===== config.mk =====
export PLATFORM = sky130hd
export DESIGN_NAME = hkc_fnv
export DESIGN_NICKNAME = d
export VERILOG_FILES = /design/src/rtl/core/hkc_pkg.sv /design/src/rtl/core/hkc_fnv.sv
export SDC_FILE = /design/constraint.sdc
export NUM_CORES = 1
export LEC_CHECK = 0
export BUFFER_PORTS_ARGS = -buffer_cell sky130_fd_sc_hd__buf_4
export CAP_MARGIN = 30
export CORE_MARGIN = 2
export CORE_UTILIZATION = 55
export DETAILED_ROUTE_END_ITERATION = 12
export HOLD_SLACK_MARGIN = 0.05
export PLACE_DENSITY = 0.85
export SKIP_CTS_REPAIR_TIMING = 1
export SYNTH_ARGS = -nofsm -noshare
export SYNTH_HDL_FRONTEND = slang
export SYNTH_SLANG_ARGS = --single-unit

===== constraint.sdc =====
create_clock -name clk -period 7.4 [get_ports clk]
set_clock_uncertainty 0.05 [all_clocks]
set_input_delay 1.48 -clock clk [delete_from_list [all_inputs] [get_ports clk]]
set_output_delay 1.48 -clock clk [all_outputs]
set_load 0.005 [all_outputs]

===== src/rtl/core/hkc_pkg.sv =====
`default_nettype none
// ----------------------------------------------------------------------------
// hkc_pkg: shared types, constants and helpers of the key counter table
// Entry layout, command and status codes, FNV-1a constants and key trimming.
// ----------------------------------------------------------------------------
package hkc_pkg;

  localparam int KEY_W      = 64;
  localparam int CNT_W      = 32;
  localparam int HASH_W     = 32;
  localparam int LOAD_W     = 7;
  localparam int CMD_W      = 2;
  localparam int STAT_W     = 2;
  localparam int SEL_W      = 12;
  localparam int IDX_OUT_W  = 12;
  localparam int OCC_OUT_W  = 13;
  localparam int IN_DATA_W  = 80;
  localparam int OUT_DATA_W = 128;

  localparam int DEPTH_DEF     = 4096;
  localparam int KEY_BYTES_DEF = 8;
  localparam int LOAD_SCALE    = 100;

  localparam logic [LOAD_W-1:0] LOAD_RESET = 7'd70;
  localparam logic [HASH_W-1:0] FNV_BASIS  = 32'd2166136261;
  localparam logic [HASH_W-1:0] FNV_PRIME  = 32'd16777619;

  // command codes (code three is unused and only reports)
  localparam logic [CMD_W-1:0] CMD_COUNT = 2'd0;
  localparam logic [CMD_W-1:0] CMD_READ  = 2'd1;
  localparam logic [CMD_W-1:0] CMD_CLEAR = 2'd2;

  // result status codes
  localparam logic [STAT_W-1:0] ST_HIT     = 2'd0;
  localparam logic [STAT_W-1:0] ST_NEW     = 2'd1;
  localparam logic [STAT_W-1:0] ST_REFUSED = 2'd2;
  localparam logic [STAT_W-1:0] ST_DONE    = 2'd3;

  typedef struct packed {
    logic             used;
    logic [KEY_W-1:0] key;
    logic [CNT_W-1:0] count;
  } entry_t;

  // number of leading non-zero bytes, at most kb
  function automatic logic [3:0] key_len(input logic [KEY_W-1:0] key, input int kb);
    logic [3:0] n;
    logic       alive;
    n     = '0;
    alive = 1'b1;
    for (int i = 0; i < 8; i++) begin
      if (alive && (i < kb) && (key[KEY_W-1-8*i -: 8] != 8'h00)) begin
        n = n + 4'd1;
      end else begin
        alive = 1'b0;
      end
    end
    return n;
  endfunction

  // keep the first n bytes, zero the rest
  function automatic logic [KEY_W-1:0] key_trim(input logic [KEY_W-1:0] key,
                                                input logic [3:0] n);
    logic [KEY_W-1:0] k;
    k = '0;
    for (int i = 0; i < 8; i++) begin
      if (4'(i) < n) begin
        k[KEY_W-1-8*i -: 8] = key[KEY_W-1-8*i -: 8];
      end
    end
    return k;
  endfunction

endpackage
`default_nettype wire


===== src/rtl/core/hkc_fnv.sv =====
`default_nettype none
// ----------------------------------------------------------------------------
// hkc_fnv: byte-serial FNV-1a 32-bit hash
// One key byte per cycle from the most significant end; done when bytes run out.
// ----------------------------------------------------------------------------
module hkc_fnv
  import hkc_pkg::*;
(
  input  wire logic              clk,
  input  wire logic              rst_n,
  input  wire logic              start,
  input  wire logic [KEY_W-1:0]  key,
  input  wire logic [3:0]        len,
  output logic                   done,
  output logic [HASH_W-1:0]      hash
);

  logic              busy_r;
  logic [3:0]        left_r;
  logic [KEY_W-1:0]  sh_r;
  logic [HASH_W-1:0] h_r;
  logic [HASH_W-1:0] h_nxt;

  always_comb begin
    h_nxt = (h_r ^ {{(HASH_W-8){1'b0}}, sh_r[KEY_W-1 -: 8]}) * FNV_PRIME;
  end

  always_ff @(posedge clk) begin
    if (!rst_n) begin
      busy_r <= 1'b0;
      left_r <= '0;
    end else if (start) begin
      busy_r <= 1'b1;
      left_r <= len;
    end else if (busy_r) begin
      if (left_r == 4'd0) begin
        busy_r <= 1'b0;
      end else begin
        left_r <= left_r - 4'd1;
      end
    end
  end

  always_ff @(posedge clk) begin
    if (start) begin
      h_r  <= FNV_BASIS;
      sh_r <= key;
    end else if (busy_r && (left_r != 4'd0)) begin
      h_r  <= h_nxt;
      sh_r <= {sh_r[KEY_W-9:0], 8'h00};
    end
  end

  assign done = busy_r && (left_r == 4'd0);
  assign hash = h_r;

endmodule
`default_nettype wire


* Word level (Yosys, flattened, before mapping)
Cells that the tools add are included.
** Storage, ports and cells
- Register bits :: 101
- Input port bits :: 71
- Output and inout bits :: 33
- Word-level logic and storage cells :: 23
** Cells by class
- Add/sub/neg operators :: 1
- Multiply operators :: 1
- Eq/ne operators :: 1
- Mux-type cells :: 8
- Bitwise operators :: 1
- Reductions and logical operators :: 7
** Operator list (number)
- two-way mux 64 bit :: 2
- multiplier 32 x 25 -> 32 bit, second input constant :: 1
- XOR 32 x 8 -> 32 bit :: 1
- two-way mux 4 bit :: 3
- logical NOT 4 bit :: 1
- nonzero test 2 bit :: 2
- nonzero test 4 bit :: 1
- subtractor 4 x 1 -> 4 bit, second input constant :: 1
- two-way mux 1 bit :: 3
- logical AND 1 bit :: 2
- != test 2 bit, second input constant :: 1
- AND reduction 2 bit :: 1

* Depth between registers and ports, before layout
Gate-level depths: netlist (run 1).
- Word-level depth :: 4
- Depth in mapped cells :: 22
- Mapped depth without buffers :: 21

* Least setup slack after synthesis (run 1)
OpenSTA, ideal clock, no wires.
- Kind :: flip-flop to flip-flop
- Start :: register sh_r[63]
- End :: register h_r[24], in the netlist hash[24]
- Setup time :: 0.127 ns
- Arrival time :: 4.981 ns
- Data required time :: 7.223 ns
- Slack :: 2.242 ns
- Stages on the path, launching flop included :: 20
- Path buffers :: 0
- Period minus slack after synthesis :: 5.158 ns
- Cell sequence :: edfxtp_1 > xnor2_1 > inv_1 > ha_1 > ha_1 > fa_1 > ha_1 > fa_1 > ha_1 > inv_1 > fa_1 > inv_1 > ha_1 > a21o_2 > a211o_1 > nor3_1 > a22oi_2 > a221oi_2 > xor2_1 > a2bb2oi_1
** On the way
- Longest elaborated chain between the ends :: 2
** RTL lines
- from (decl) :: RTL line hkc_fnv.sv:20 : logic [KEY_W-1:0] sh_r;
- from (signal assigned) :: RTL line hkc_fnv.sv:47 : sh_r <= key;
- from (signal assigned) :: RTL line hkc_fnv.sv:50 : sh_r <= {sh_r[KEY_W-9:0], 8'h00};
- XOR 32 x 8 -> 32 bit :: RTL line hkc_fnv.sv:25 : h_nxt = (h_r ^ {{(HASH_W-8){1'b0}}, sh_r[KEY_W-1 -: 8]}) * FNV_PRIME;
- multiplier 32 x 25 -> 32 bit :: RTL line hkc_fnv.sv:25
- to (signal assigned) :: RTL line hkc_fnv.sv:49 : h_r <= h_nxt;
- to (decl) :: RTL line hkc_fnv.sv:21 : logic [HASH_W-1:0] h_r;
No other way between the ends.
A chain may end at the register's enable or synchronous reset.

* Worst setup path in the final report (run 1)
Same ends and word-level chain as after synthesis.

==> run_results.csv, run 1 <==
group,metric,value,unit
run_status,run_status,"completed",
critical_path,worst_path_max_delay_cell,"fa_1",
yosys,yosysUniqueCellTypes,65,
critical_path,critPathCaptureType,"flip-flop",
critical_path,regToRegStartpoint,"sh_r[63]",
critical_path,crit_arrival,6.07,ns
global_routing,grt_pass1_wl,37200,um
yosys,syn-num-nets,1262,
die,chipHeight,139,um
drt,vias,7011,
critical_path,crit_path_max_incr_delay,0.53,ns
layout,diodes,0,
layout,fillers,1412,
layout,final_util,0.627,
drt,first_iter_violations,415,
sta,fmax,0.170,GHz
drt,viasPerCell,5.56,
clock_tree,clk_pin_slew,0.08,ns
yosys,async_reset_ff_frac,0,
die,dieArea,19200,sq um
layout,fin_nets,1356,
clock_tree,htree_levels,3,
global_routing,antenna_found_initial,0,
sta,tightest_slew,0.812,ns
critical_path,critPathRequiredTime,7.59,ns
die,die_x,139,um
sta,setup-tns-final,0,ns
die,top_level_ports,104,
drt,first_pass_iters,5,
sta,setup_viol,0,
critical_path,reg2reg_depth,19,
place,place_ws,1.55,ns
global_routing,grt_use_total,0.244,
critical_path,setup.worst_path.end,"hash[24]",
drt,drtAntennaViolNets,0,
drt,routed_wl,22600,um
clock_tree,clock_path_buffers,2,
drt,wl_per_cell,17.9,um
clock_tree,cts_tree,"built",
run,max_cap_viol_count,0,
critical_path,worstSetupStartpoint,"sh_r[63]",
sta,min_period,5.88,ns
worst_hold_path,min_path_type,"flip-flop to flip-flop",
sta,finalWorstSetupSlack,1.52,ns
yosys,synth-main-ff-cell,"edfxtp_1",
drt,drcViolationCount,0,
yosys,syn_area,9960,sq um
critical_path,r2r_slack,1.52,ns
critical_path,path_common_cell,"ha_1",
sta,finalCritPeriodShare,0.794,
clock_tree,cts_sinks,101,
yosys,avgSynthCellArea,10.7,sq um
place,gp_congestion,0.966,
global_routing,grt_max_degree,69,
critical_path,crit_chain,"xnor2_1, inv_1, ha_1, ha_1, fa_1, ha_1, fa_1, ha_1, inv_1, fa_1, inv_1, ha_1, a21o_2, a211o_1, nor3_1, a22oi_2, a221oi_2, xor2_1, a2bb2oi_1",
critical_path,cp-start-kind,"flip-flop",
critical_path,timing.rr.end,"hash[24]",
sta,rsz0062_at_grt,"false",
sta,fin_hold_ws,0.443,ns
critical_path,worstPathMaxFanout,5,
yosys,yosysWarnings,0,
critical_path,critPathKind,"flip-flop to flip-flop",
yosys,synth_cells,934,
yosys,synth_seq_area_share,0.267,
global_routing,grt_overflow,0,
die,initial_utilization,0.558,
place,place.port_buffers,103,
die,rows,49,
clock_tree,cts-root-buf,"clkbuf_16",
die,core_area,17800,sq um
clock_tree,clk_latency,0.36,ns
sta,hold_viol,0,
sta,slew_headroom,0.459,
layout,area_growth,12.3,%
sta,finalMaxSlewViolations,0,
layout,drive_gt1_frac,0.194,
clock_tree,cts_made_buffers,9,
global_routing,grt_pass1_vias,7460,
yosys,synth-edff-count,64,
place,dp_hpwl,17500,um
yosys,ys_seq_elements,101,
==> registers in the layout, indices dropped and copies added, names as in the netlist <==
| signal | flops |
|---|---|
| left_r | 4 |
| busy_r | 1 |
| sh_r | 64 |
| hash | 32 |
==> logic make-up after synthesis <==
logic type / Yosys count / synth area share
AOI/OAI and AO/OA: 136 / 0.0947
xor gates and xnor gates: 52 / 0.0457
adders and majority gates: 257 / 0.379
buffers and inverters: 206 / 0.0856
DFF: 101 / 0.267
muxes: 58 / 0.0653
and+or+nand+nor: 124 / 0.0625
==> worst max-delay path, delay by kind of cell, from the launching register on <==
| kind | cells | cell delay, ns |
|---|---|---|
| DFF | 1 | 0.39 |
| and+or+nand+nor | 1 | 0.17 |
| buffers and inverters | 3 | 0.44 |
| adders and majority gates | 8 | 2.99 |
| AOI/OAI and AO/OA | 5 | 1.07 |
| xor gates and xnor gates | 2 | 0.65 |
==> placed cells by master (no fill, tap or decap), types with 7 or more instances in the layout <==
master,count
a21oi_1,38
xor2_1,22
nor3_1,7
edfxtp_1,64
mux2_2,56
a21o_1,11
nand2_1,42
fa_1,74
ha_1,183
dfxtp_1,37
xnor2_1,30
clkbuf_16,9
o21ai_0,27
nor2_1,22
and2_1,15
inv_1,181
a211o_1,7
a211oi_1,10
and3_1,7
buf_4,107
==> layer usage <==
metal  global-route usage  part of all wire  vias to the layer above
li1                     -                 -                     3357
met2                0.428              0.49                      243
met4                0.102             0.040                        0
met1                0.293              0.41                     3353
met3               0.0473             0.061                       58
met5                    0                 0                        -
==> per-stage QoR <==
step           instances  instance area, sq um
2_1_floorplan        934                  9960
3_3_place_gp        1246                 10900
3_5_place_dp        1246                 10900
4_1_cts             1262                 11200
5_1_grt             1262                 11200
6_report            1262                 11200
==> how the worst min path moves through the flow <==
stage,startpoint,endpoint,slack [ns],cells past startpoint
floorplan,hash[3],hash[3],0.43,2
global placement,hash[3],hash[3],0.42,2
detailed placement,hash[1],hash[1],0.43,2
CTS,hash[1],hash[1],0.44,2
global route,hash[3],hash[3],0.48,2
finish,hash[1],hash[1],0.44,2
==> Yosys cell counts, drive strengths merged (2+ instances only) <==
cell,count,area share
fa,74,0.15
clkbuf,19,0.012
mux2i,2,0.0020
nand4,6,0.0038
and3,7,0.0044
buf,5,0.0046
nor3,7,0.0035
a21o,15,0.012
nor2b,5,0.0031
a2bb2oi,2,0.0018
inv,182,0.069
o211ai,4,0.0040
nand2b,2,0.0013
a211oi,11,0.0088
nand2,43,0.016
o21ai,34,0.017
mux2,56,0.063
nor4,4,0.0031
a21boi,2,0.0015
a2111oi,2,0.0043
xor2,22,0.019
a31oi,2,0.0013
nand3,5,0.0025
nor2,22,0.0083
o21bai,4,0.0030
a221oi,2,0.0024
a211o,7,0.0062
a21oi,39,0.020
and2,16,0.010
xnor2,30,0.026
or4,2,0.0015
edfxtp,64,0.19
nand3b,2,0.0015
dfxtp,37,0.074
ha,183,0.23
==> cell type report <==
cell class | instances | area [sq um] | share of cell area
multi-input combinational | 627 | 6440 | 0.576
sequential | 101 | 2660 | 0.238
timing repair buffer | 107 | 803 | 0.0718
inverter | 182 | 683 | 0.0611
tap | 229 | 287 | 0.0256
clock buffer | 9 | 225 | 0.0201
clock inverter | 7 | 81.3 | 0.00727
Power of run 1 is not shown: default switching activity piles up to over one toggle a cycle in this logic, so the estimate is an artifact.
==> run 2: changes to the inputs <==
- PLACE_DENSITY: 0.85 -> 0.88
- clock period: 7.4 -> 4.8 ns (I/O delays scaled with it)
==> run_results.csv, run 2 (synthesized netlist as in run 1, its figures left out) <==
group,metric,value,unit
die,top_level_ports,104,
critical_path,critPathKind,"flip-flop to flip-flop",
drt,vias,7930,
clock_tree,cts_sinks,101,
critical_path,worstPathMaxFanout,6,
global_routing,grt_overflow,0,
die,die_x,139,um
sta,setup_viol,19,
critical_path,critPathCaptureType,"flip-flop",
drt,first_iter_violations,559,
clock_tree,clk_latency,0.37,ns
run,max_cap_viol_count,0,
sta,min_period,5.40,ns
place,dp_hpwl,20000,um
die,dieArea,19200,sq um
sta,finalMaxSlewViolations,0,
layout,area_growth,28.8,%
drt,drtAntennaViolNets,0,
clock_tree,cts_tree,"built",
drt,wl_per_cell,19.9,um
die,core_area,17800,sq um
drt,drcViolationCount,0,
place,place.port_buffers,103,
critical_path,r2r_slack,-0.60,ns
sta,fin_hold_ws,0.478,ns
global_routing,antenna_found_initial,0,
layout,final_cell_mix,"buf_4, inv_1, ha_1",
run_status,violations,"negative setup slack",
layout,diodes,0,
global_routing,grt_pass1_wl,39600,um
sta,slew_headroom,0.451,
global_routing,grt_pass1_vias,7991,
clock_tree,clk_pin_slew,0.08,ns
die,rows,49,
die,chipHeight,139,um
sta,hold_viol,0,
drt,routed_wl,27500,um
clock_tree,cts-root-buf,"clkbuf_16",
layout,top_register,"sh_r",
drt,viasPerCell,5.73,
global_routing,grt_use_total,0.259,
sta,rsz0062_at_grt,"true",
drt,first_pass_iters,5,
layout,layout.cells.most_common,"buf_4",
clock_tree,htree_levels,3,
sta,finalCritPeriodShare,1.12,
critical_path,cp-start-kind,"flip-flop",
layout,largest_reg_flops,64,
clock_tree,clock_path_buffers,2,
global_routing,grt_max_degree,66,
die,initial_utilization,0.558,
sta,fmax,0.185,GHz
critical_path,critPathRequiredTime,4.99,ns
place,gp_congestion,0.990,
layout,fin_nets,1477,
sta,setup-tns-final,-6.66,ns
critical_path,crit_arrival,5.59,ns
run_status,run_status,"finished, violations left",
sta,tightest_slew,0.824,ns
sta,finalWorstSetupSlack,-0.596,ns
clock_tree,cts_made_buffers,9,
worst_hold_path,min_path_type,"flip-flop to flip-flop",
layout,drive_gt1_frac,0.368,
-- run 2: cell type report --
cell class | count | area [sq um]
flip-flops and latches | 101 | 2680
multi-input cells | 627 | 7140
repair buffers | 228 | 1730
inverters | 182 | 683
clock inverters | 7 | 76.3
well taps | 229 | 287
clock buffers | 9 | 225
fillers | 1108 | 5020
-- run 2: critical path, stage by stage, from the launching register on --
cell and delay, ns:
edfxtp_1 0.47, xor2_1 0.19, buf_4 0.17, ha_4 0.28, ha_4 0.12, inv_1 0.05
fa_1 0.50, inv_1 0.05, ha_1 0.20, fa_1 0.43, ha_1 0.32, inv_1 0.08
fa_1 0.52, inv_1 0.08, ha_4 0.26, buf_4 0.15, inv_1 0.08, o2bb2ai_2 0.07
o41ai_2 0.33, buf_4 0.19, a21oi_2 0.08, a211oi_2 0.27, xor2_1 0.23, o21ai_0 0.12
-- run 2: worst paths after layout --
check,from,endpoint,depth (start not counted)
setup / recovery,sh_r[62],hash[23],23
hold reg to reg,hash[31],hash[31],1
hold / removal,hash[31],hash[31],1
setup reg to reg,sh_r[62],hash[23],23
-- run 2: stage by stage --
stage	area, sq um	std cells	utilization	setup slack, ns
after detailed placement	11900	1354	0.666	-0.404
final	12800	1383	0.719	-0.596
after CTS	12200	1370	0.683	-0.434
after global routing	12800	1383	0.719	-0.685
after floorplan	10200	934	-	-0.00327
after global placement	11900	1354	0.666	-0.385
-- run 2: layer usage --
| metal | vias up | global-route usage | share of wire |
|---|---|---|---|
| met1 | 3833 | 0.297 | 0.37 |
| met3 | 123 | 0.0404 | 0.058 |
| li1 | 3592 | - | - |
| met4 | 0 | 0.0881 | 0.050 |
| met5 | - | 0 | 0 |
| met2 | 382 | 0.490 | 0.52 |
Power of run 2 is left out for the same reason.
