**src/rtl/core/hkc_pkg.sv**
```systemverilog
`default_nettype none
// ----------------------------------------------------------------------------
// hkc_pkg: shared types, constants and helpers of the key counter table
// Entry layout, command and status codes, FNV-1a constants and key trimming.
// ----------------------------------------------------------------------------
package hkc_pkg;

  localparam int KEY_W      = 64;
  localparam int CNT_W      = 32;
  localparam int HASH_W     = 32;
  localparam int LOAD_W     = 7;
  localparam int CMD_W      = 2;
  localparam int STAT_W     = 2;
  localparam int SEL_W      = 12;
  localparam int IDX_OUT_W  = 12;
  localparam int OCC_OUT_W  = 13;
  localparam int IN_DATA_W  = 80;
  localparam int OUT_DATA_W = 128;

  localparam int DEPTH_DEF     = 4096;
  localparam int KEY_BYTES_DEF = 8;
  localparam int LOAD_SCALE    = 100;

  localparam logic [LOAD_W-1:0] LOAD_RESET = 7'd70;
  localparam logic [HASH_W-1:0] FNV_BASIS  = 32'd2166136261;
  localparam logic [HASH_W-1:0] FNV_PRIME  = 32'd16777619;

  // command codes (code three is unused and only reports)
  localparam logic [CMD_W-1:0] CMD_COUNT = 2'd0;
  localparam logic [CMD_W-1:0] CMD_READ  = 2'd1;
  localparam logic [CMD_W-1:0] CMD_CLEAR = 2'd2;

  // result status codes
  localparam logic [STAT_W-1:0] ST_HIT     = 2'd0;
  localparam logic [STAT_W-1:0] ST_NEW     = 2'd1;
  localparam logic [STAT_W-1:0] ST_REFUSED = 2'd2;
  localparam logic [STAT_W-1:0] ST_DONE    = 2'd3;

  typedef struct packed {
    logic             used;
    logic [KEY_W-1:0] key;
    logic [CNT_W-1:0] count;
  } entry_t;

  // number of leading non-zero bytes, at most kb
  function automatic logic [3:0] key_len(input logic [KEY_W-1:0] key, input int kb);
    logic [3:0] n;
    logic       alive;
    n     = '0;
    alive = 1'b1;
    for (int i = 0; i < 8; i++) begin
      if (alive && (i < kb) && (key[KEY_W-1-8*i -: 8] != 8'h00)) begin
        n = n + 4'd1;
      end else begin
        alive = 1'b0;
      end
    end
    return n;
  endfunction

  // keep the first n bytes, zero the rest
  function automatic logic [KEY_W-1:0] key_trim(input logic [KEY_W-1:0] key,
                                                input logic [3:0] n);
    logic [KEY_W-1:0] k;
    k = '0;
    for (int i = 0; i < 8; i++) begin
      if (4'(i) < n) begin
        k[KEY_W-1-8*i -: 8] = key[KEY_W-1-8*i -: 8];
      end
    end
    return k;
  endfunction

endpackage
`default_nettype wire

```
**src/rtl/core/hkc_mod.sv**
```systemverilog
`default_nettype none
// ----------------------------------------------------------------------------
// hkc_mod: reduction of a 32-bit value modulo the table depth
// Mask for a power-of-two depth, otherwise a restoring remainder, one bit a cycle.
// ----------------------------------------------------------------------------
module hkc_mod
  import hkc_pkg::*;
#(
  parameter int TABLE_DEPTH = DEPTH_DEF
)
(
  input  wire logic                           clk,
  input  wire logic                           rst_n,
  input  wire logic                           start,
  input  wire logic [HASH_W-1:0]              value,
  output logic                                done,
  output logic [$clog2(TABLE_DEPTH)-1:0]      rem
);

  localparam int AW    = $clog2(TABLE_DEPTH);
  localparam int STEPS = HASH_W;
  localparam int CW    = $clog2(STEPS + 1);

  if ((TABLE_DEPTH & (TABLE_DEPTH - 1)) == 0) begin : g_pow2
    logic          done_r;
    logic [AW-1:0] rem_r;

    always_ff @(posedge clk) begin
      if (!rst_n) begin
        done_r <= 1'b0;
      end else begin
        done_r <= start;
      end
      if (start) begin
        rem_r <= value[AW-1:0];
      end
    end

    assign done = done_r;
    assign rem  = rem_r;
  end else begin : g_div
    localparam logic [AW:0] DEPTH_V = (AW+1)'(TABLE_DEPTH);

    logic              busy_r;
    logic [CW-1:0]     cnt_r;
    logic [HASH_W-1:0] val_r;
    logic [AW-1:0]     rem_r;
    logic [AW:0]       trial;
    logic [AW:0]       diff;

    // remainder stays below depth, so one trial subtract per bit suffices
    always_comb begin
      trial = {rem_r, val_r[HASH_W-1]};
      diff  = trial - DEPTH_V;
    end

    always_ff @(posedge clk) begin
      if (!rst_n) begin
        busy_r <= 1'b0;
        cnt_r  <= '0;
      end else if (start) begin
        busy_r <= 1'b1;
        cnt_r  <= '0;
      end else if (busy_r) begin
        if (cnt_r == CW'(STEPS)) begin
          busy_r <= 1'b0;
        end else begin
          cnt_r <= cnt_r + 1'b1;
        end
      end
      if (start) begin
        val_r <= value;
        rem_r <= '0;
      end else if (busy_r && (cnt_r != CW'(STEPS))) begin
        val_r <= {val_r[HASH_W-2:0], 1'b0};
        rem_r <= (trial >= DEPTH_V) ? diff[AW-1:0] : trial[AW-1:0];
      end
    end

    assign done = busy_r && (cnt_r == CW'(STEPS));
    assign rem  = rem_r;
  end

endmodule
`default_nettype wire

```
**config.mk**
```make
export PLATFORM = sky130hd
export DESIGN_NAME = hkc_mod
export DESIGN_NICKNAME = d
export VERILOG_FILES = /design/src/rtl/core/hkc_pkg.sv /design/src/rtl/core/hkc_mod.sv
export SDC_FILE = /design/constraint.sdc
export NUM_CORES = 1
export LEC_CHECK = 0
export BUFFER_PORTS_ARGS = -buffer_cell sky130_fd_sc_hd__buf_2
export CORE_AREA = 2 2 39 41
export CTS_BUF_LIST = sky130_fd_sc_hd__clkbuf_2
export CTS_CLUSTER_DIAMETER = 40
export DETAILED_ROUTE_END_ITERATION = 10
export DIE_AREA = 0 0 41 43
export PLACE_DENSITY_LB_ADDON = 0.15
export SLEW_MARGIN = 40
export SYNTH_ARGS = -nofsm -noshare
export SYNTH_HDL_FRONTEND = slang
export SYNTH_SLANG_ARGS = --single-unit
export TNS_END_PERCENT = 10
```
**constraint.sdc**
```tcl
create_clock -name clk -period 0.95 [get_ports clk]
set_clock_uncertainty 0.1 [all_clocks]
set_input_delay 0.095 -clock clk [delete_from_list [all_inputs] [get_ports clk]]
set_output_delay 0.095 -clock clk [all_outputs]
set_load 0.1 [all_outputs]
```
# Yosys cells after proc, flatten, opt, wreduce, memory -nomap -nowiden
# Cells that the tools add are included.
# totals
reg_bits	13
wordCells	2
in_bits	35
out_inout_bits	13

# Longest topological paths before layout
# Gate-level depths: netlist (run 1).
# logic_depth
depth_word	0
depth_mapped	1
depth_no_buf	1

# Least setup slack after synthesis (run 1)
# Ideal clock, no wire load.
# synth_path
path_type	reg2out
startpoint	register g_pow2.done_r, in the netlist done
endpoint	output done
arrival_time_ps	909
path_stages_with_launch	1
n_path_buf	0
t_required_ps	755
setup_slack_ps	-154
path_cell_list	dfxtp_1
# synth_lines
item	line	text
start: declaration	hkc_mod.sv:25	logic done_r;
start signal: assignment	hkc_mod.sv:32	done_r <= start;
end: declaration	hkc_mod.sv:16	output logic done,
# No word-level cell between the ends.

# Worst setup path after layout (run 1)
# layout_path
startpoint	register g_pow2.rem_r[4], in the netlist rem[4]
endpoint	output rem[4]
# layout_lines
item	line	text
start: declaration	hkc_mod.sv:26	logic [AW-1:0] rem_r;
start signal: assignment	hkc_mod.sv:35	rem_r <= value[AW-1:0];
end: declaration	hkc_mod.sv:17	output logic [$clog2(TABLE_DEPTH)-1:0] rem
# No word-level cell between the ends.

==> flow_results.org, run 1 <==
** Status
- Status :: complete, but fails checks
- The checks that failed: setup timing.

** Detailed routing
- The final route contains 279 vias.
- Number of vias per cell after detailed routing :: 3.77
- In this run the remaining antenna-violating nets after routing total 0.
- WL/cell :: 10.1 um
- Overall routed net length :: 746 um
- In the routed design, unresolved DRC markers number 0.
- The first TritonRoute pass finished after 2 iterations.
- For this block, the initial DRC count from the detailed router was 1.

** Worst setup path
- Data arrives at the worst endpoint at 890 ps.
- Among all stages on the critical path, the largest delay is contributed by sky130_fd_sc_hd__edfxtp_1.
- CP Launch Type :: flop
- The cell family contributing the most delay on the critical path is flip-flops.
- STA puts the critical path data required time at 750 ps.
- Buf/Inv on CP :: 1
- Along the worst path, the maximum fanout reaches 1.
- Type of the setup path with the least slack :: flop to output port
- Traced cell by cell, the critical path runs through buf_12.
- Endpoint type of the worst setup path :: output port
- Stages on the worst setup path :: 1
- The largest single stage delay on the critical path is 440 ps.

** Finish
- Share of the core filled with cells :: 64.2%
- 0 antenna diodes ended up in the layout.
- After the last flow step, the layout net total stands at 94.
- The area growth from synthesis to layout is 130%.
- Layout fillers :: 104
- Fraction of layout instances using a drive strength above 1 :: 55.2%

** Yosys
- The synthesized netlist occupies a cell area of 387 um^2.
- Mean instance size in the synthesized netlist :: 27.6 um^2
- Cell accounting for the most synthesized area :: sky130_fd_sc_hd__edfxtp_1
- Yosys printed 0 warnings.
- The synthesized design contains 13 register bits.
- The number of different library cells used by synthesis comes to 3.
- After technology mapping, the gate count stands at 14.
- Sequential elements use 98.4% of the synthesized area.
- Synth top area cells :: sky130_fd_sc_hd__edfxtp_1, sky130_fd_sc_hd__dfxtp_1, sky130_fd_sc_hd__and2_1
- When the netlist entered floorplanning its net count stood at 49.
- Synth top area share :: 93.2%

** CTS
- TritonCTS built the clock tree.
- Sink Count :: 13
- The tree is rooted in a sky130_fd_sc_hd__clkbuf_2.
- CTS H-Tree Depth :: 1
- The longest clock path from root to sink contains 2 buffers.
- After clock tree synthesis, the repair step resized 0 gates.
- CTS buffer count :: 3
- Clock edge transition at the registers on the reported setup and hold paths :: 120 ps

** GRT
- Via count of the first global-routing pass :: 295
- The number of antenna violations at the first check in global routing was 0.
- Met3 layer usage reported by global route :: 3.14%
- In the global route stage, met1 resource usage came out at 12.8%.
- After global routing the overflow that remains totals 0.
- Met2 routing resource usage after global routing :: 17.2%
- GRT Total Usage :: 11.0%
- In this run the most used layer during global routing was met2.
- Wire length of the first global-routing pass :: 1240 um
- Largest net degree at the start of global routing :: 14

** STA
- Final-report max-slew violation count :: 0
- Setup violations remaining at the end of the flow were counted as 13.
- In this run the tightest slew margin relative to its limit is 81.6%.
- Hold Fails Final Rpt :: 0
- After layout, the worst setup slack is -137 ps.
- Post-layout min period :: 1090 ps
- In the finished design, the share of the clock period the worst path needs comes to 114%.
- Setup repair after global routing could not meet its margin everywhere.
- Measured slew at the worst slew-check pin :: 276 ps
- Achievable clock frequency :: 920 MHz

** Min path
- Cell depth of the worst hold path :: 1
- The path class of the tightest hold or removal check is input port to flop.

** Placement
- During placement, the flow inserted port buffers numbering 27.
- At the end of routability-driven placement, the weighted congestion stood at 0.569.
- Post-placement worst setup slack :: 151 ps

** Pwr
- Worst VDD drop :: 0.952 mV
- Power spread over the standard cell area amounts to 1750 nW/um^2.
- In this run the static leakage power is 0.376 nW.

** Die
- The initial utilization of the core area, before any placement, comes to 27.9%.
- The floorplan step set the die height to 43 um.
- Floorplan die area :: 1760 um^2
- In this run the horizontal extent of the chip is 41 um.
- Core region area :: 1380 um^2
- 48 I/O pins were placed.
- The floorplan has 14 rows.

** Flow run
- Max_cap viols :: 0
[cells in the final DEF, fill, tap and decap left out]
master | synthesis | layout
sky130_fd_sc_hd__buf_12 | 0 | 13
sky130_fd_sc_hd__dfxtp_2 | 0 | 1
sky130_fd_sc_hd__buf_2 | 0 | 14
sky130_fd_sc_hd__edfxtp_1 | 12 | 12
sky130_fd_sc_hd__dlygate4sd3_1 | 0 | 13
sky130_fd_sc_hd__and2_1 | 1 | 1
sky130_fd_sc_hd__clkbuf_2 | 0 | 4
[layer usage]
| layer | up-vias | wire (um) |
|---|---|---|
| met4 | 0 | 0 |
| met1 | 124 | 268 |
| met2 | 14 | 424 |
| li1 | 141 | - |
| met3 | 0 | 53 |
| met5 | - | 0 |
[sequential cells by signal, indices dropped and copies added (netlist names)]
register / count
rem: 12
done: 1
[stage by stage]
stage | cell area [um^2] | hold WS (ps) | TNS, ps | power [mW] | instances
final | 888 | 124 | -1520 | 1.55 | 74
after global routing | 888 | 114 | -2090 | 1.61 | 74
after CTS | 888 | 116 | -1790 | 1.57 | 74
after detailed placement | 738 | 173 | 0 | 1.25 | 57
after global placement | 738 | 171 | 0 | 1.25 | 57
after floorplan | 388 | 93.9 | -1790 | 1.02 | 14
[layout make-up]
cell class | instances | area [um^2] | share of cell area [%]
repair buffers | 40 | 460 | 51.8
well taps | 16 | 20.0 | 2.25
multi-input cells | 1 | 6.26 | 0.704
flip-flops and latches | 13 | 382 | 43.0
clock buffers | 4 | 20.0 | 2.25
[where the power goes]
group | internal [mW] | switching, mW
sequential | 0.676 | 0.0344
clock | 0.112 | 0.166
combinational | 0.213 | 0.350
[Yosys cell counts, drive strengths merged]
master and n:
edfxtp 12, dfxtp 1, and2 1
[logic make-up after synthesis]
group         after synthesis  share of synthesized area (%)
simple gates                1                           1.62
flops                      13                           98.4
[worst paths after layout]
check                             from           endpoint  slack (ps)
worst max-delay path  rem[4]$_DFFE_PP_             rem[4]        -140
worst min-delay path             start  rem[10]$_DFFE_PP_         120
[repair_timing]
item	CTS	global route
buffers inserted	0	0
endpoints found under the setup margin	13	13
hold buffers	13	0
endpoints found under the hold margin	13	0
(Power assumes the default switching activity.)
==> run 2: changes to the inputs <==
==> constraint.sdc (replaced) <==
create_clock -name clk -period 0.95 [get_ports clk]
set_clock_uncertainty 0.1 [all_clocks]
set_input_delay 0.285 -clock clk [delete_from_list [all_inputs] [get_ports clk]]
set_output_delay 0.285 -clock clk [all_outputs]
set_load 0.1 [all_outputs]
==> flow_results.org, run 2 (synthesis results as in run 1) <==
** Status
- The flow ran to the end, but the final reports show violations.
- Failing checks :: setup timing

** STA
- Share of the cycle needed by the critical path after routing :: 134% (+19 points)
- Measured slew at the worst slew-check pin :: 275 ps (-0.672 ps)
- Fin worst setup slack :: -321 ps (-184 ps)
- The maximum clock frequency is 787 MHz (-15%).
- The shortest clock period the worst path allows after layout came to 1270 ps (+184 ps).
- The final number of setup-violating endpoints is 13 (unchanged).
- Slew headroom :: 81.6% (about the same)
- Hold Fails Final Rpt :: 0 (unchanged)
- The count of final max-slew check failures is 0 (unchanged).
- Setup repair after global routing could not meet its margin everywhere.

** Die
- The count of pins on the block boundary was 48 (unchanged).
- The total core area was 1380 um^2 (unchanged).
- Die H :: 43 um (unchanged)
- Starting Density :: 27.9% (unchanged)
- Die boundary width :: 41 um (unchanged)
- Core Rows :: 14 (unchanged)
- Floorplan die area :: 1760 um^2 (unchanged)

** Worst setup path
- Crit path largest cell delay :: 440 ps (about the same)
- Critical-path top delay cell :: sky130_fd_sc_hd__edfxtp_1
- The critical-path maximum fanout was 1 (unchanged).
- Required time of the critical path :: 560 ps (-190 ps)
- The worst setup path is captured at an output port.
- Ordered list of cells on the worst path :: buf_12
- The cell family contributing the most delay on the critical path is flip-flops.
- Buf/Inv on CP :: 1 (unchanged)
- Type of the setup path with the least slack :: flop to output port
- The critical path data arrival time came to 890 ps (about the same).
- CP Launch Type :: flop

** GRT
- The maximum number of pins on one net before global-route repair came to 14 (unchanged).
- Global route total overflow :: 0 (unchanged)
- Via count of the first global-routing pass :: 254 (-14%)
- The global-route wire length before repair is 1060 um (-15%).
- Number of antenna violations at the first check in global routing :: 0 (unchanged)
- GRT Total Usage :: 9.47% (-1.5 points)

** Pwr
- The clock network fraction of total power was 18.1% (+0.2 points).
- Switching component of the power :: 538 uW (-2.3%)
- The power density over cell area was 1980 nW/um^2 (+14%).
- The worst voltage drop across the vdd grid is 0.813 mV (-15%).
- The static power due to leakage is 0.322 nW (-14%).
- The internal power came to 966 uW (-3.5%).
- Comb pwr share :: 34.7% (-1.6 points)
- Switching share of power :: 35.8% (+0.28 points)
- Relative contribution of sequential cells to total power :: 47.2% (+1.4 points)

** CTS
- The number of buffers on the longest clock path is 2 (unchanged).
- The clock sink count was 13 (unchanged).
- The number of buffers inserted during clock tree synthesis came to 3 (unchanged).
- The number of setup buffers added after CTS is 0 (unchanged).
- CTS root buffer :: sky130_fd_sc_hd__clkbuf_2
- TritonCTS clock tree :: done
- CTS H-Tree Depth :: 1 (unchanged)
- The clock slew at the register clock pins of the worst setup and hold paths came to 110 ps (about the same).

** Detailed routing
- The sum of routed wire length over all layers is 661 um (-11%).
- The sum of met3 wire segment lengths after detailed routing came to 64 um (+21%).
- # DRC :: 0 (unchanged)
- Detailed-routing iteration count for the pre-antenna-repair pass :: 2 (unchanged)
- The post-route antenna net violation count is 0 (unchanged).
- Violation count after the first detailed-routing iteration :: 2 (+1)
- The met2 wire length was 385 um (-9.2%).
- Routed signal wires occupy layers up through met3.
- Number of vias per cell after detailed routing :: 3.89 (+3.0%)
- Post-route met1 wirelength :: 210 um (-22%)
- The total via count after detailed routing came to 237 (-15%).
- The average routed wire per standard cell came to 10.8 um (+7.5%).

** Min path
- The worst hold path belongs to the class input port to flop.

** Finish
- The library cell used most frequently in the layout, excluding fill and tap cells, is sky130_fd_sc_hd__buf_2.
- Fraction of layout instances using a drive strength above 1 :: 71.1% (+16 points)
- From synthesis to final layout, the design area changed by 96.1%.
- The library cells used most frequently in the layout, excluding fill and tap cells, are sky130_fd_sc_hd__buf_2, sky130_fd_sc_hd__buf_12, sky130_fd_sc_hd__edfxtp_1, sky130_fd_sc_hd__clkbuf_2.
- The final non-filler cell total is 61 (-18%).
- The number of diodes added for antenna fixing came to 0 (unchanged).
- Largest register FFs :: 12 (unchanged)
- Final nets :: 81 (-14%)

** Flow run
- Max_cap viols :: 0 (unchanged)

** Placement
- Post-placement worst setup slack :: -39.5 ps (-190 ps)
- The count of input and output buffers came to 27 (unchanged).
- The weighted congestion at the end of routability-driven global placement was 0.569 (unchanged).
- The cell total after placement came to 57 (unchanged).
run 2: cell types whose count changed in the layout (fill, tap and decap cells not counted), sizes merged:
cell         change
dlygate4sd3     -13
run 2: path summary, 6_finish.rpt:
check	slack, ps	depth (start not counted)	to	startpoint
setup / recovery	-320	1	rem[2]	rem[2]$_DFFE_PP_
hold / removal	100	1	rem[5]$_DFFE_PP_	value[5]
run 2: metal layers:
| metal | vias to the layer above | GRT usage, % |
|---|---|---|
| li1 | 115 | - |
| met4 | 0 | 6.00 |
| met5 | - | 0 |
| met2 | 14 | 14.4 |
| met3 | 0 | 3.66 |
| met1 | 108 | 10.5 |
run 2: timing repair:
item / CTS / global route
endpoints found under the setup margin: 13 / 13
hold buffers: 0 / 0
pin swaps: 0 / 0
resized for setup: 0 / 0
endpoints found under the hold margin: 0 / 0
run 2: final cells by class:
class	instances	area, um^2
repair buffers	27	330
flip-flops and latches	13	382
multi-input cells	1	6.26
well taps	16	20.0
clock buffers	4	20.0
fillers	113	626
run 2: power groups by stage:
stage | Sequential, mW | Clock, mW | Combinational (mW)
after floorplan | 1.01 | 0 | 0.00135
after global placement | 0.723 | 0 | 0.523
after detailed placement | 0.724 | 0 | 0.526
after CTS | 0.711 | 0.292 | 0.526
after global routing | 0.713 | 0.314 | 0.536
final | 0.709 | 0.272 | 0.522
run 2: metrics by stage:
step           instance area [um^2]  hold slack [ps]  power (mW)  util, %  TNS [ps]
6_report                        758             97.6        1.50     54.8     -3910
5_1_grt                         758             67.0        1.56     54.8     -4530
4_1_cts                         758             75.9        1.53     54.8     -4260
3_3_place_gp                    738              361        1.25     53.3      -286
3_5_place_dp                    738              363        1.25     53.3      -693
2_1_floorplan                   388              284        1.02        -     -4130
==> run 3: changes to the inputs <==
==> constraint.sdc (replaced) <==
create_clock -name clk -period 0.95 [get_ports clk]
set_clock_uncertainty 0.1 [all_clocks]
set_input_delay 0.19 -clock clk [delete_from_list [all_inputs] [get_ports clk]]
set_output_delay 0.19 -clock clk [all_outputs]
set_load 0.1 [all_outputs]
==> flow_results.org, run 3 (synthesis results as in run 1) <==
** Status
- Status :: complete, but fails checks
- The final reports fail on setup timing.

** GRT
- The number of global-route vias before repair is 295 (+16%).
- The global-route congestion overflow total came to 0 (unchanged).
- Wire length of the first global-routing pass :: 1240 um (+17%)
- Largest net degree at the start of global routing :: 14 (unchanged)
- GRT Total Usage :: 11.0% (+1.5 points)
- The number of antenna violations at the first check in global routing came to 0 (unchanged).

** Placement
- The cell area reported after detailed placement came to 738 um^2 (unchanged).
- Final weighted congestion of routability-driven global placement :: 0.569 (unchanged)
- Number of port buffers :: 27 (unchanged)
- Count of placed standard cells including taps :: 57 (unchanged)

** CTS
- The H-tree depth came to 1 (unchanged).
- CTS buffer count :: 3 (unchanged)
- Post-CTS Setup Inserts :: 0 (unchanged)
- The clock sink count was 13 (unchanged).
- TritonCTS clock tree :: done
- The clock slew at the register clock pins of the worst setup and hold paths was 120 ps (about the same).
- CTS root buffer :: sky130_fd_sc_hd__clkbuf_2
- Max Buffers Root-to-Sink :: 2 (unchanged)

** Detailed routing
- The routed via count divided by cell count was 3.77 (-3.0%).
- The remaining routing DRC violations was 0 (unchanged).
- The sum of routed wire length over all layers was 745 um (+13%).
- The post-route antenna net violation count was 0 (unchanged).
- The total via count after detailed routing came to 275 (+16%).
- The number of detailed-routing iterations run before antenna repair came to 2 (unchanged).
- The average routed wire per standard cell was 10.2 um (-5.8%).
- The starting DRC count in detailed routing came to 1 (-1).

** Worst setup path
- The buffering stage count on the worst path with inverters included came to 1 (unchanged).
- The critical path goes through buf_12.
- Worst endpoint data arrival time :: 890 ps (about the same)
- Stages on the worst setup path :: 1 (unchanged)
- The required time of the critical path is 660 ps (+100 ps).
- For this design, the slowest cell found on the critical path is sky130_fd_sc_hd__edfxtp_1.
- By startpoint and endpoint, the worst setup path is classified as flop to output port.
- Endpoint type of the worst setup path :: output port
- The critical-path maximum fanout came to 1 (unchanged).
- Broken down by cell family, the worst path's largest delay share belongs to flip-flops.
- The critical path starts at rem[4]$_DFFE_PP_.
- CP Launch Type :: flop
- The critical path ends at rem[4].
- The delay of the slowest critical-path stage came to 440 ps (about the same).

** Min path
- Hold WC Path Type :: input port to flop
- Hold Crit Start :: rst_n

** Die
- Die boundary width :: 41 um (unchanged)
- Core Rows :: 14 (unchanged)
- The die area came to 1760 um^2 (unchanged).
- Top-level port count :: 48 (unchanged)
- The total core area is 1380 um^2 (unchanged).
- Starting Density :: 27.9% (unchanged)
- The die height is 43 um (unchanged).

** Finish
- Most frequent standard cell in the layout excluding fill and tap cells :: sky130_fd_sc_hd__buf_2
- Fraction of layout instances using a drive strength above 1 :: 56.1% (-15 points)
- Largest register FFs :: 12 (unchanged)
- Post-route standard cell area excluding fillers :: 878 um^2 (+16%)
- Leaving out fill and tap cells, the most frequent cells in the layout are sky130_fd_sc_hd__buf_2, sky130_fd_sc_hd__buf_12, sky130_fd_sc_hd__dlygate4sd3_1, sky130_fd_sc_hd__edfxtp_1, sky130_fd_sc_hd__clkbuf_2.
- Final nets :: 93 (+15%)
- Number of standard cells in the layout, taps in and fillers out :: 73 (+20%)
- P&R area growth vs syn :: 127%
- Ant diodes :: 0 (unchanged)

** Pwr
- The switching power summed over all nets came to 550 uW (+2.3%).
- The part of the total power dissipated in sequential elements was 45.9% (-1.3 points).
- Internal power summed over all cells :: 998 uW (+3.3%)
- Switching share of power :: 35.5% (-0.23 points)
- Worst VDD drop :: 0.945 mV (+16%)
- Leakage component of the power :: 0.372 nW (+16%)
- Total power draw :: 1.55 mW (+2.9%)
- The power density over cell area came to 1760 nW/um^2 (-11%).
- Clock group share of total power :: 17.9% (-0.2 points)
- Comb pwr share :: 36.2% (+1.5 points)

** Flow run
- Max_cap viols :: 0 (unchanged)

** STA
- The hold violation count in the final report was 0 (unchanged).
- Final setup TNS :: -2760 ps (+1160 ps)
- Setup repair after global routing could not meet its margin everywhere.
- The count of final max-slew check failures came to 0 (unchanged).
- Worst slack on hold paths :: 32.5 ps (-65.1 ps)
- Post-layout min period :: 1180 ps (-89.4 ps)
- The final number of setup-violating endpoints is 13 (unchanged).
- Measured slew at the worst slew-check pin :: 276 ps (+0.672 ps)
- The maximum clock frequency is 846 MHz (+7.6%).
- The post-route fraction of the period consumed by the critical path was 124% (-9.4 points).
- The normalized max-slew margin came to 81.6% (about the same).
- Fin worst setup slack :: -232 ps (+89.4 ps)
run 3: cell types whose count changed in the layout (fill, tap and decap cells not counted), sizes merged:
cell         delta
dlygate4sd3    +12
run 3: area by class of cell:
| type | instances | area [um^2] |
|---|---|---|
| Fill cell | 103 | 505 |
| Timing Repair Buffer | 39 | 450 |
| Sequential cell | 13 | 382 |
| Clock buffer | 4 | 20.0 |
| Tap cell | 16 | 20.0 |
| Multi-Input combinational cell | 1 | 6.26 |
run 3: power by group through the flow:
| stage | registers, mW | logic [mW] | clock network (mW) |
|---|---|---|---|
| after floorplan | 1.01 | 0.00135 | 0 |
| after global placement | 0.723 | 0.523 | 0 |
| after detailed placement | 0.724 | 0.526 | 0 |
| after CTS | 0.711 | 0.564 | 0.292 |
| after global routing | 0.714 | 0.577 | 0.316 |
| final | 0.710 | 0.561 | 0.277 |
run 3: worst min-delay path by stage:
stage / cells past startpoint / end / slack (ps)
2_1_floorplan: 0 / rem[0]$_DFFE_PP_ / 190
5_1_grt: 2 / done$_SDFF_PN0_ / 30
4_1_cts: 2 / done$_SDFF_PN0_ / 20
3_5_place_dp: 1 / rem[10]$_DFFE_PP_ / 270
3_3_place_gp: 1 / rem[7]$_DFFE_PP_ / 270
6_report: 2 / done$_SDFF_PN0_ / 30
run 3: per-layer routing:
metal / routed length [um] / GRT usage (%) / share of wire (%) / up-vias
met4: 0 / 6.00 / 0 / 0
met2: 420 / 17.2 / 56 / 14
li1: - / - / - / 139
met3: 56 / 3.14 / 7.5 / 0
met1: 268 / 12.8 / 36 / 122
met5: 0 / 0 / 0 / -
run 3: per-stage QoR:
| step | setup WS (ps) | utilization, % |
|---|---|---|
| 6_report | -232 | 63.5 |
| 2_1_floorplan | -244 | - |
| 3_3_place_gp | 73.4 | 53.3 |
| 5_1_grt | -283 | 63.5 |
| 3_5_place_dp | 55.5 | 53.3 |
| 4_1_cts | -256 | 63.5 |
run 3: timing repair:
item                                    4_1_cts  5_1_grt
gates resized for setup                       0        0
endpoints found under the setup margin       13       13
hold buffers                                 12        0
pin swaps                                     0        0
hold endpoints to repair                     12        0
